[config.mk]
export PLATFORM = sky130hd
export DESIGN_NAME = kex_ctrl
export DESIGN_NICKNAME = d
export VERILOG_FILES = /design/src/rtl/kex_pkg.sv /design/src/rtl/kex_ctrl.sv
export SDC_FILE = /design/constraint.sdc
export NUM_CORES = 1
export LEC_CHECK = 0
export BUFFER_PORTS_ARGS = -buffer_cell sky130_fd_sc_hd__buf_4
export CAP_MARGIN = 40
export CORE_MARGIN = 2
export CORE_UTILIZATION = 45
export DETAILED_ROUTE_END_ITERATION = 10
export PLACE_DENSITY_LB_ADDON = 0.3
export SLEW_MARGIN = 20
export SYNTH_ARGS = -nofsm -noshare
export SYNTH_HDL_FRONTEND = slang
export SYNTH_SLANG_ARGS = --single-unit
[constraint.sdc]
create_clock -name clk -period 1.7 [get_ports clk]
set_input_delay 0 -clock clk [delete_from_list [all_inputs] [get_ports clk]]
set_output_delay 0 -clock clk [all_outputs]
set_load 0.005 [all_outputs]
[src/rtl/kex_pkg.sv]
// ----------------------------------------------------------------------------
// kex_pkg
// Shared types and codes for the keyed expiring entry table.
// ----------------------------------------------------------------------------
package kex_pkg;

  // function codes of an input word
  localparam logic [1:0] FN_ADD   = 2'd0;
  localparam logic [1:0] FN_PURGE = 2'd1;
  localparam logic [1:0] FN_FIRST = 2'd2;
  localparam logic [1:0] FN_NEXT  = 2'd3;

  // result status codes
  localparam logic [2:0] ST_NEW   = 3'd0;
  localparam logic [2:0] ST_UPD   = 3'd1;
  localparam logic [2:0] ST_RMV   = 3'd2;
  localparam logic [2:0] ST_IGN   = 3'd3;
  localparam logic [2:0] ST_RET   = 3'd4;
  localparam logic [2:0] ST_END   = 3'd5;
  localparam logic [2:0] ST_PURGE = 3'd6;

  // sources for the walk pointer
  localparam logic [2:0] CS_NEWEST = 3'd0;
  localparam logic [2:0] CS_OLDER  = 3'd1;
  localparam logic [2:0] CS_OLDEST = 3'd2;
  localparam logic [2:0] CS_CURSOR = 3'd3;
  localparam logic [2:0] CS_FREEQ  = 3'd4;

  // sources for the iteration cursor
  localparam logic [1:0] KS_NEWEST = 2'd0;
  localparam logic [1:0] KS_OLDER  = 2'd1;
  localparam logic [1:0] KS_NIL    = 2'd2;

  typedef struct packed {
    logic [1:0]  func;
    logic [31:0] name_key;
    logic [31:0] data_tag;
    logic [31:0] expiry_time;
    logic        discard_mark;
    logic [31:0] now_time;
  } in_t;

  typedef struct packed {
    logic [2:0]  status;
    logic        evicted_oldest;
    logic [31:0] out_key;
    logic [31:0] out_tag;
    logic [6:0]  entry_count;
    logic [31:0] total_cached;
    logic [31:0] updated_total;
    logic [31:0] purged_fresh;
    logic [31:0] purged_stale;
  } out_t;

  typedef struct packed {
    logic       load;
    logic       cur_ld;
    logic [2:0] cur_src;
    logic       cursor_ld;
    logic [1:0] cursor_src;
    logic       rd;
    logic       unlink;
    logic       free_slot;
    logic       cnt_purge;
    logic       cnt_in;
    logic       evict_set;
    logic       alloc;
    logic       push_a;
    logic       push_b;
    logic       upd_inc;
    logic       cached_inc;
    logic       res_ld;
    logic [2:0] res_status;
    logic       out_ld;
  } cmd_t;

  typedef struct packed {
    logic [1:0] func;
    logic       stale_in;
    logic       cur_nil;
    logic       cursor_nil;
    logic       key_hit;
    logic       slot_stale;
    logic       slot_discardable;
    logic       evict_need;
    logic       fill_avail;
    logic       out_free;
  } sts_t;

endpackage

[src/rtl/kex_ctrl.sv]
// ----------------------------------------------------------------------------
// kex_ctrl
// Sequencer: walks the entry list and issues datapath commands per word.
// ----------------------------------------------------------------------------
module kex_ctrl
  import kex_pkg::*;
(
  input  logic clk,
  input  logic rst_n,
  input  logic in_valid,
  output logic in_ready,
  input  sts_t sts,
  output cmd_t cmd
);

  localparam logic [4:0] S_IDLE   = 5'd0;
  localparam logic [4:0] S_DISP   = 5'd1;
  localparam logic [4:0] S_SRD    = 5'd2;
  localparam logic [4:0] S_SCHK   = 5'd3;
  localparam logic [4:0] S_EVC    = 5'd4;
  localparam logic [4:0] S_ERD    = 5'd5;
  localparam logic [4:0] S_EUNL   = 5'd6;
  localparam logic [4:0] S_ALLOC  = 5'd7;
  localparam logic [4:0] S_ALLOC2 = 5'd8;
  localparam logic [4:0] S_PUSHA  = 5'd9;
  localparam logic [4:0] S_PUSHB  = 5'd10;
  localparam logic [4:0] S_PRD    = 5'd11;
  localparam logic [4:0] S_PCHK   = 5'd12;
  localparam logic [4:0] S_IRD    = 5'd13;
  localparam logic [4:0] S_INXT   = 5'd14;
  localparam logic [4:0] S_YRD    = 5'd15;
  localparam logic [4:0] S_YR2    = 5'd16;
  localparam logic [4:0] S_YCHK   = 5'd17;
  localparam logic [4:0] S_DONE   = 5'd18;

  logic [4:0] state_r, state_nxt;
  logic       upd_r, upd_nxt;

  always_comb begin
    state_nxt = state_r;
    upd_nxt   = upd_r;
    cmd       = '0;
    in_ready  = 1'b0;
    case (state_r)
      S_IDLE: begin
        in_ready = 1'b1;
        if (in_valid) begin
          cmd.load  = 1'b1;
          state_nxt = S_DISP;
        end
      end
      S_DISP: begin
        upd_nxt = 1'b0;
        unique case (sts.func)
          FN_ADD: begin
            cmd.cur_ld  = 1'b1;
            cmd.cur_src = CS_NEWEST;
            state_nxt   = S_SRD;
          end
          FN_PURGE: begin
            cmd.cur_ld  = 1'b1;
            cmd.cur_src = CS_NEWEST;
            state_nxt   = S_PRD;
          end
          FN_FIRST: begin
            cmd.cursor_ld  = 1'b1;
            cmd.cursor_src = KS_NEWEST;
            state_nxt      = S_YRD;
          end
          FN_NEXT: begin
            if (sts.cursor_nil) begin
              state_nxt = S_YRD;
            end else begin
              cmd.cur_ld  = 1'b1;
              cmd.cur_src = CS_CURSOR;
              state_nxt   = S_IRD;
            end
          end
        endcase
      end
      S_SRD: begin
        if (sts.cur_nil) begin
          if (sts.stale_in) begin
            cmd.res_ld     = 1'b1;
            cmd.res_status = ST_IGN;
            state_nxt      = S_DONE;
          end else begin
            state_nxt = S_EVC;
          end
        end else begin
          cmd.rd    = 1'b1;
          state_nxt = S_SCHK;
        end
      end
      S_SCHK: begin
        if (sts.key_hit) begin
          cmd.unlink = 1'b1;
          if (sts.stale_in) begin
            cmd.free_slot  = 1'b1;
            cmd.cnt_purge  = 1'b1;
            cmd.cnt_in     = 1'b1;
            cmd.res_ld     = 1'b1;
            cmd.res_status = ST_RMV;
            state_nxt      = S_DONE;
          end else begin
            // reuse the slot in place, move it to the front
            upd_nxt   = 1'b1;
            state_nxt = S_PUSHA;
          end
        end else begin
          cmd.cur_ld  = 1'b1;
          cmd.cur_src = CS_OLDER;
          state_nxt   = S_SRD;
        end
      end
      S_EVC: begin
        if (sts.evict_need) begin
          cmd.cur_ld  = 1'b1;
          cmd.cur_src = CS_OLDEST;
          state_nxt   = S_ERD;
        end else begin
          state_nxt = S_ALLOC;
        end
      end
      S_ERD: begin
        cmd.rd    = 1'b1;
        state_nxt = S_EUNL;
      end
      S_EUNL: begin
        cmd.unlink    = 1'b1;
        cmd.free_slot = 1'b1;
        cmd.cnt_purge = 1'b1;
        cmd.evict_set = 1'b1;
        state_nxt     = S_EVC;
      end
      S_ALLOC: begin
        cmd.alloc = 1'b1;
        state_nxt = sts.fill_avail ? S_PUSHA : S_ALLOC2;
      end
      S_ALLOC2: begin
        cmd.cur_ld  = 1'b1;
        cmd.cur_src = CS_FREEQ;
        state_nxt   = S_PUSHA;
      end
      S_PUSHA: begin
        cmd.push_a = 1'b1;
        state_nxt  = S_PUSHB;
      end
      S_PUSHB: begin
        cmd.push_b = 1'b1;
        cmd.res_ld = 1'b1;
        if (upd_r) begin
          cmd.upd_inc    = 1'b1;
          cmd.res_status = ST_UPD;
        end else begin
          cmd.cached_inc = 1'b1;
          cmd.res_status = ST_NEW;
        end
        state_nxt = S_DONE;
      end
      S_PRD: begin
        if (sts.cur_nil) begin
          cmd.cursor_ld  = 1'b1;
          cmd.cursor_src = KS_NIL;
          cmd.res_ld     = 1'b1;
          cmd.res_status = ST_PURGE;
          state_nxt      = S_DONE;
        end else begin
          cmd.rd    = 1'b1;
          state_nxt = S_PCHK;
        end
      end
      S_PCHK: begin
        cmd.cur_ld  = 1'b1;
        cmd.cur_src = CS_OLDER;
        if (sts.slot_discardable) begin
          cmd.unlink    = 1'b1;
          cmd.free_slot = 1'b1;
          cmd.cnt_purge = 1'b1;
        end
        state_nxt = S_PRD;
      end
      S_IRD: begin
        cmd.rd    = 1'b1;
        state_nxt = S_INXT;
      end
      S_INXT: begin
        cmd.cursor_ld  = 1'b1;
        cmd.cursor_src = KS_OLDER;
        state_nxt      = S_YRD;
      end
      S_YRD: begin
        if (sts.cursor_nil) begin
          cmd.res_ld     = 1'b1;
          cmd.res_status = ST_END;
          state_nxt      = S_DONE;
        end else begin
          cmd.cur_ld  = 1'b1;
          cmd.cur_src = CS_CURSOR;
          state_nxt   = S_YR2;
        end
      end
      S_YR2: begin
        cmd.rd    = 1'b1;
        state_nxt = S_YCHK;
      end
      S_YCHK: begin
        if (sts.slot_stale) begin
          // drop the stale entry, cursor moves to its older neighbor
          cmd.unlink    = 1'b1;
          cmd.free_slot = 1'b1;
          cmd.cnt_purge = 1'b1;
          state_nxt     = S_YRD;
        end else begin
          cmd.res_ld     = 1'b1;
          cmd.res_status = ST_RET;
          state_nxt      = S_DONE;
        end
      end
      S_DONE: begin
        if (sts.out_free) begin
          cmd.out_ld = 1'b1;
          state_nxt  = S_IDLE;
        end
      end
      default: begin
        state_nxt = S_IDLE;
      end
    endcase
  end

  always_ff @(posedge clk) begin
    if (!rst_n) begin
      state_r <= S_IDLE;
      upd_r   <= 1'b0;
    end else begin
      state_r <= state_nxt;
      upd_r   <= upd_nxt;
    end
  end

endmodule

==> metrics <==
Setup Viol. Count Final 0; critical path type reg -> out; Post-CTS Hold Fix Bufs 0; Final min period 1.59 ns; final wirelength 3.09 mm; vias 1244; Worst setup SP type register; DPL Wire Length 2.38 mm; Hold Fails Final Rpt 0; CTS tree done; share of cells above drive strength 1 0.374; Initial DRT Pass Iterations 4; Post-Synth Simple-Gate Area 0.469; DP Area 1250 µm²; vias in the first global route 1084; Clock Skews 0.00635 ns; max incr delay on CP 0.33 ns; pin count of the biggest net entering global routing 14; average routed wire per standard cell 14.8 µm; RSZ-0062 raised after global routing no; # nets final 198; Design Area, Final 1320 µm²; worst slew pin tran 0.413 ns; XOR/XNOR Fraction of Synth Area 0; Sw Ratio 0.481; Unique masters post-synth 50; VDD IR-drop max 0.884 mV; Post-Synthesis Net Count 159; synthesized flop and latch total 6; WP data required 1.70 ns; Leak 0.662 nW; Std-Cell Rows 16; WHS 0.0311 ns; diodes inserted 0; Sum Neg Setup Slack 0 ns; GR met2 Demand/Resource 0.418; Synth area leaders dfxtp_1 13%, nand2_1 7.9%, nor2_1 6.0%, a21oi_1 4.2%, buf_4 4.0%; Max Slew Vio Count 0; Synth top area share 0.127; Total GRT Usage 0.256; first-pass GRT wire length 4.95 mm; gr busiest metal met2; CP Cell Sequence buf_4 > nor3_1 > nand4_1 > a21o_1 > o2111ai_1 > buf_4; vias per std cell 5.95; Mapped Cells 145; compound-gate portion of the synthesized area 0.261; Setup WS pre-CTS 0.126 ns; async set or reset register ratio after synthesis 0; Max Cap Violations 0; worst path arrival time 1.59 ns; Seq pwr share 0.172; number of port buffers 38; reg2reg path depth 5; ys flop type dfxtp_1; area grow syn2layout 40.1%; clock share of power 0.076; met1 Track Usage GR 0.336; post-layout total power 0.00169 W; Synth area leader dfxtp_1; mux cell area share after synthesis 0.0212; setup ws final 0.114 ns; PwrDens 1280 nW/µm²; DIE AREA 2480 µm²; Final Wtd Congestion 0.887; Final ANT Viol Nets 0; number of enable flip-flop cells after synthesis 0; die span in y 49.8 µm; sequential area share after synthesis 0.127; Ys Warns 0; CTS sink count 6; Tcrit/Tclk final 0.933; Max Buffers Root-to-Sink 2; Reg clk slew, reported paths 0.05 ns; Fillers 181; switching power 0.000813 W; Post-Synth Adder-Cell Area 0; # DRC 0; worst hold path depth 2; io pins 39; Hold Crit Class in -> reg; Highest Clock Rate 0.631 GHz; core area 1960 µm²; met3 Use GR 0.0364; Synth Cell Area 945 µm²; clk_lat worst skew 0.24 ns; P_int 0.000877 W; die width 49.8 µm; Gate power share 0.752; CP max FO 8; Root Driver clkbuf_4; outcome finished, final reports clean; grt total ovfl 0; critical path's slowest cell dfxtp_1; Num CTS Buffers 3; H-tree levels 1; relative slew slack 0.718; Most common cell on crit path buf_4; Initial Utilization 0.482; initial antenna violation count 0; Syn Area/Cell 6.51 µm²; largest family of logic cells by synthesized area simple AND/OR/NAND/NOR gates; nature of the critical path endpoint output port; Iteration-0 DRC Markers 78
## worst paths after layout
| path | start | to | slack, ns |
|---|---|---|---|
| worst max-delay path | state_r[4] | cmd[22] | 0.11 |
| worst min-delay path | rst_n | state_r[2] | 0.03 |
| worst max register to register | state_r[0] | state_r[1] | 0.18 |
| worst min register to register | upd_r | upd_r | 0.57 |
## synthesized netlist by cell type (2+ instances only)
library cell,n
nor2_1,15
dfxtp_1,6
nand2_1,20
inv_1,8
nor4_1,4
nand2b_1,4
o21ai_1,2
nand4_1,4
clkbuf_1,2
o31a_1,4
o21ai_0,4
mux2i_1,2
nor3_1,4
nand3_1,4
buf_4,5
and3_1,3
a21oi_1,8
buf_2,6
clkbuf_2,2
nor3b_1,3
and2_1,3
nor2b_1,4
## layer usage
metal  up-vias  routed length [µm]
met5         -                   0
met4         0                  36
met3         5                 303
met2        71                1540
met1       579                1210
li1        589                   -
## logic make-up (layout without fill, tap and decap cells)
logic type,after synthesis,count (layout)
buffers and inverters,23,60
flip-flops,6,6
AND/OR/NAND/NOR,80,80
multiplexers,2,2
AO/OA/AOI/OAI,34,34
## critical path, delay by kind of cell, from the launching register on
kind / cells / cell delay [ns]
AND/OR/NAND/NOR: 2 / 0.37
flip-flops: 1 / 0.33
AO/OA/AOI/OAI: 2 / 0.33
buffers and inverters: 2 / 0.31
## state kept, by name (all words and copies together), names as in the netlist
register  flops
state_r       5
upd_r         1
## stage by stage
step,utilization,std cells
2_1_floorplan,-,145
3_3_place_gp,0.639,205
3_5_place_dp,0.639,205
4_1_cts,0.660,209
5_1_grt,0.675,209
6_report,0.675,209
## cell type report
type | instances | area [µm²] | share of cell area
clock buffers | 3 | 22.5 | 0.0170
repair buffers | 49 | 372 | 0.281
well taps | 27 | 33.8 | 0.0255
inverters | 8 | 30.0 | 0.0227
flip-flops and latches | 6 | 129 | 0.0974
multi-input cells | 116 | 737 | 0.557
## power by group through the flow
stage | Sequential [W] | Combinational [W] | Clock (W)
after floorplan | 0.000209 | 0.000842 | 0
after global placement | 0.000267 | 0.00117 | 0
after detailed placement | 0.000270 | 0.00119 | 0
after CTS | 0.000275 | 0.00122 | 0.000136
after global routing | 0.000296 | 0.00138 | 0.000143
final | 0.000291 | 0.00127 | 0.000129
## layout by cell type (no fill, tap or decap), drive strengths merged, types with 2 or more instances in the layout
| cell | count |
|---|---|
| buf | 49 |
| nand2 | 20 |
| nor2 | 15 |
| inv | 8 |
| a21oi | 8 |
| dfxtp | 6 |
| o21ai | 6 |
| nand3 | 5 |
| nor2b | 5 |
| nand2b | 4 |
| nor3 | 4 |
| nand4 | 4 |
| nor4 | 4 |
| o31a | 4 |
| nor3b | 4 |
| and2 | 3 |
| and3 | 3 |
| clkbuf | 3 |
| mux2i | 2 |
| or2 | 2 |
| nor4b | 2 |
| o22ai | 2 |
## repair_timing
| action | CTS | global route |
|---|---|---|
| setup endpoints to repair | 7 | 11 |
| endpoints found under the hold margin | 0 | 0 |
| resized for setup | 3 | 13 |
| buffers inserted | 1 | 0 |
(Power assumes the default switching activity.)
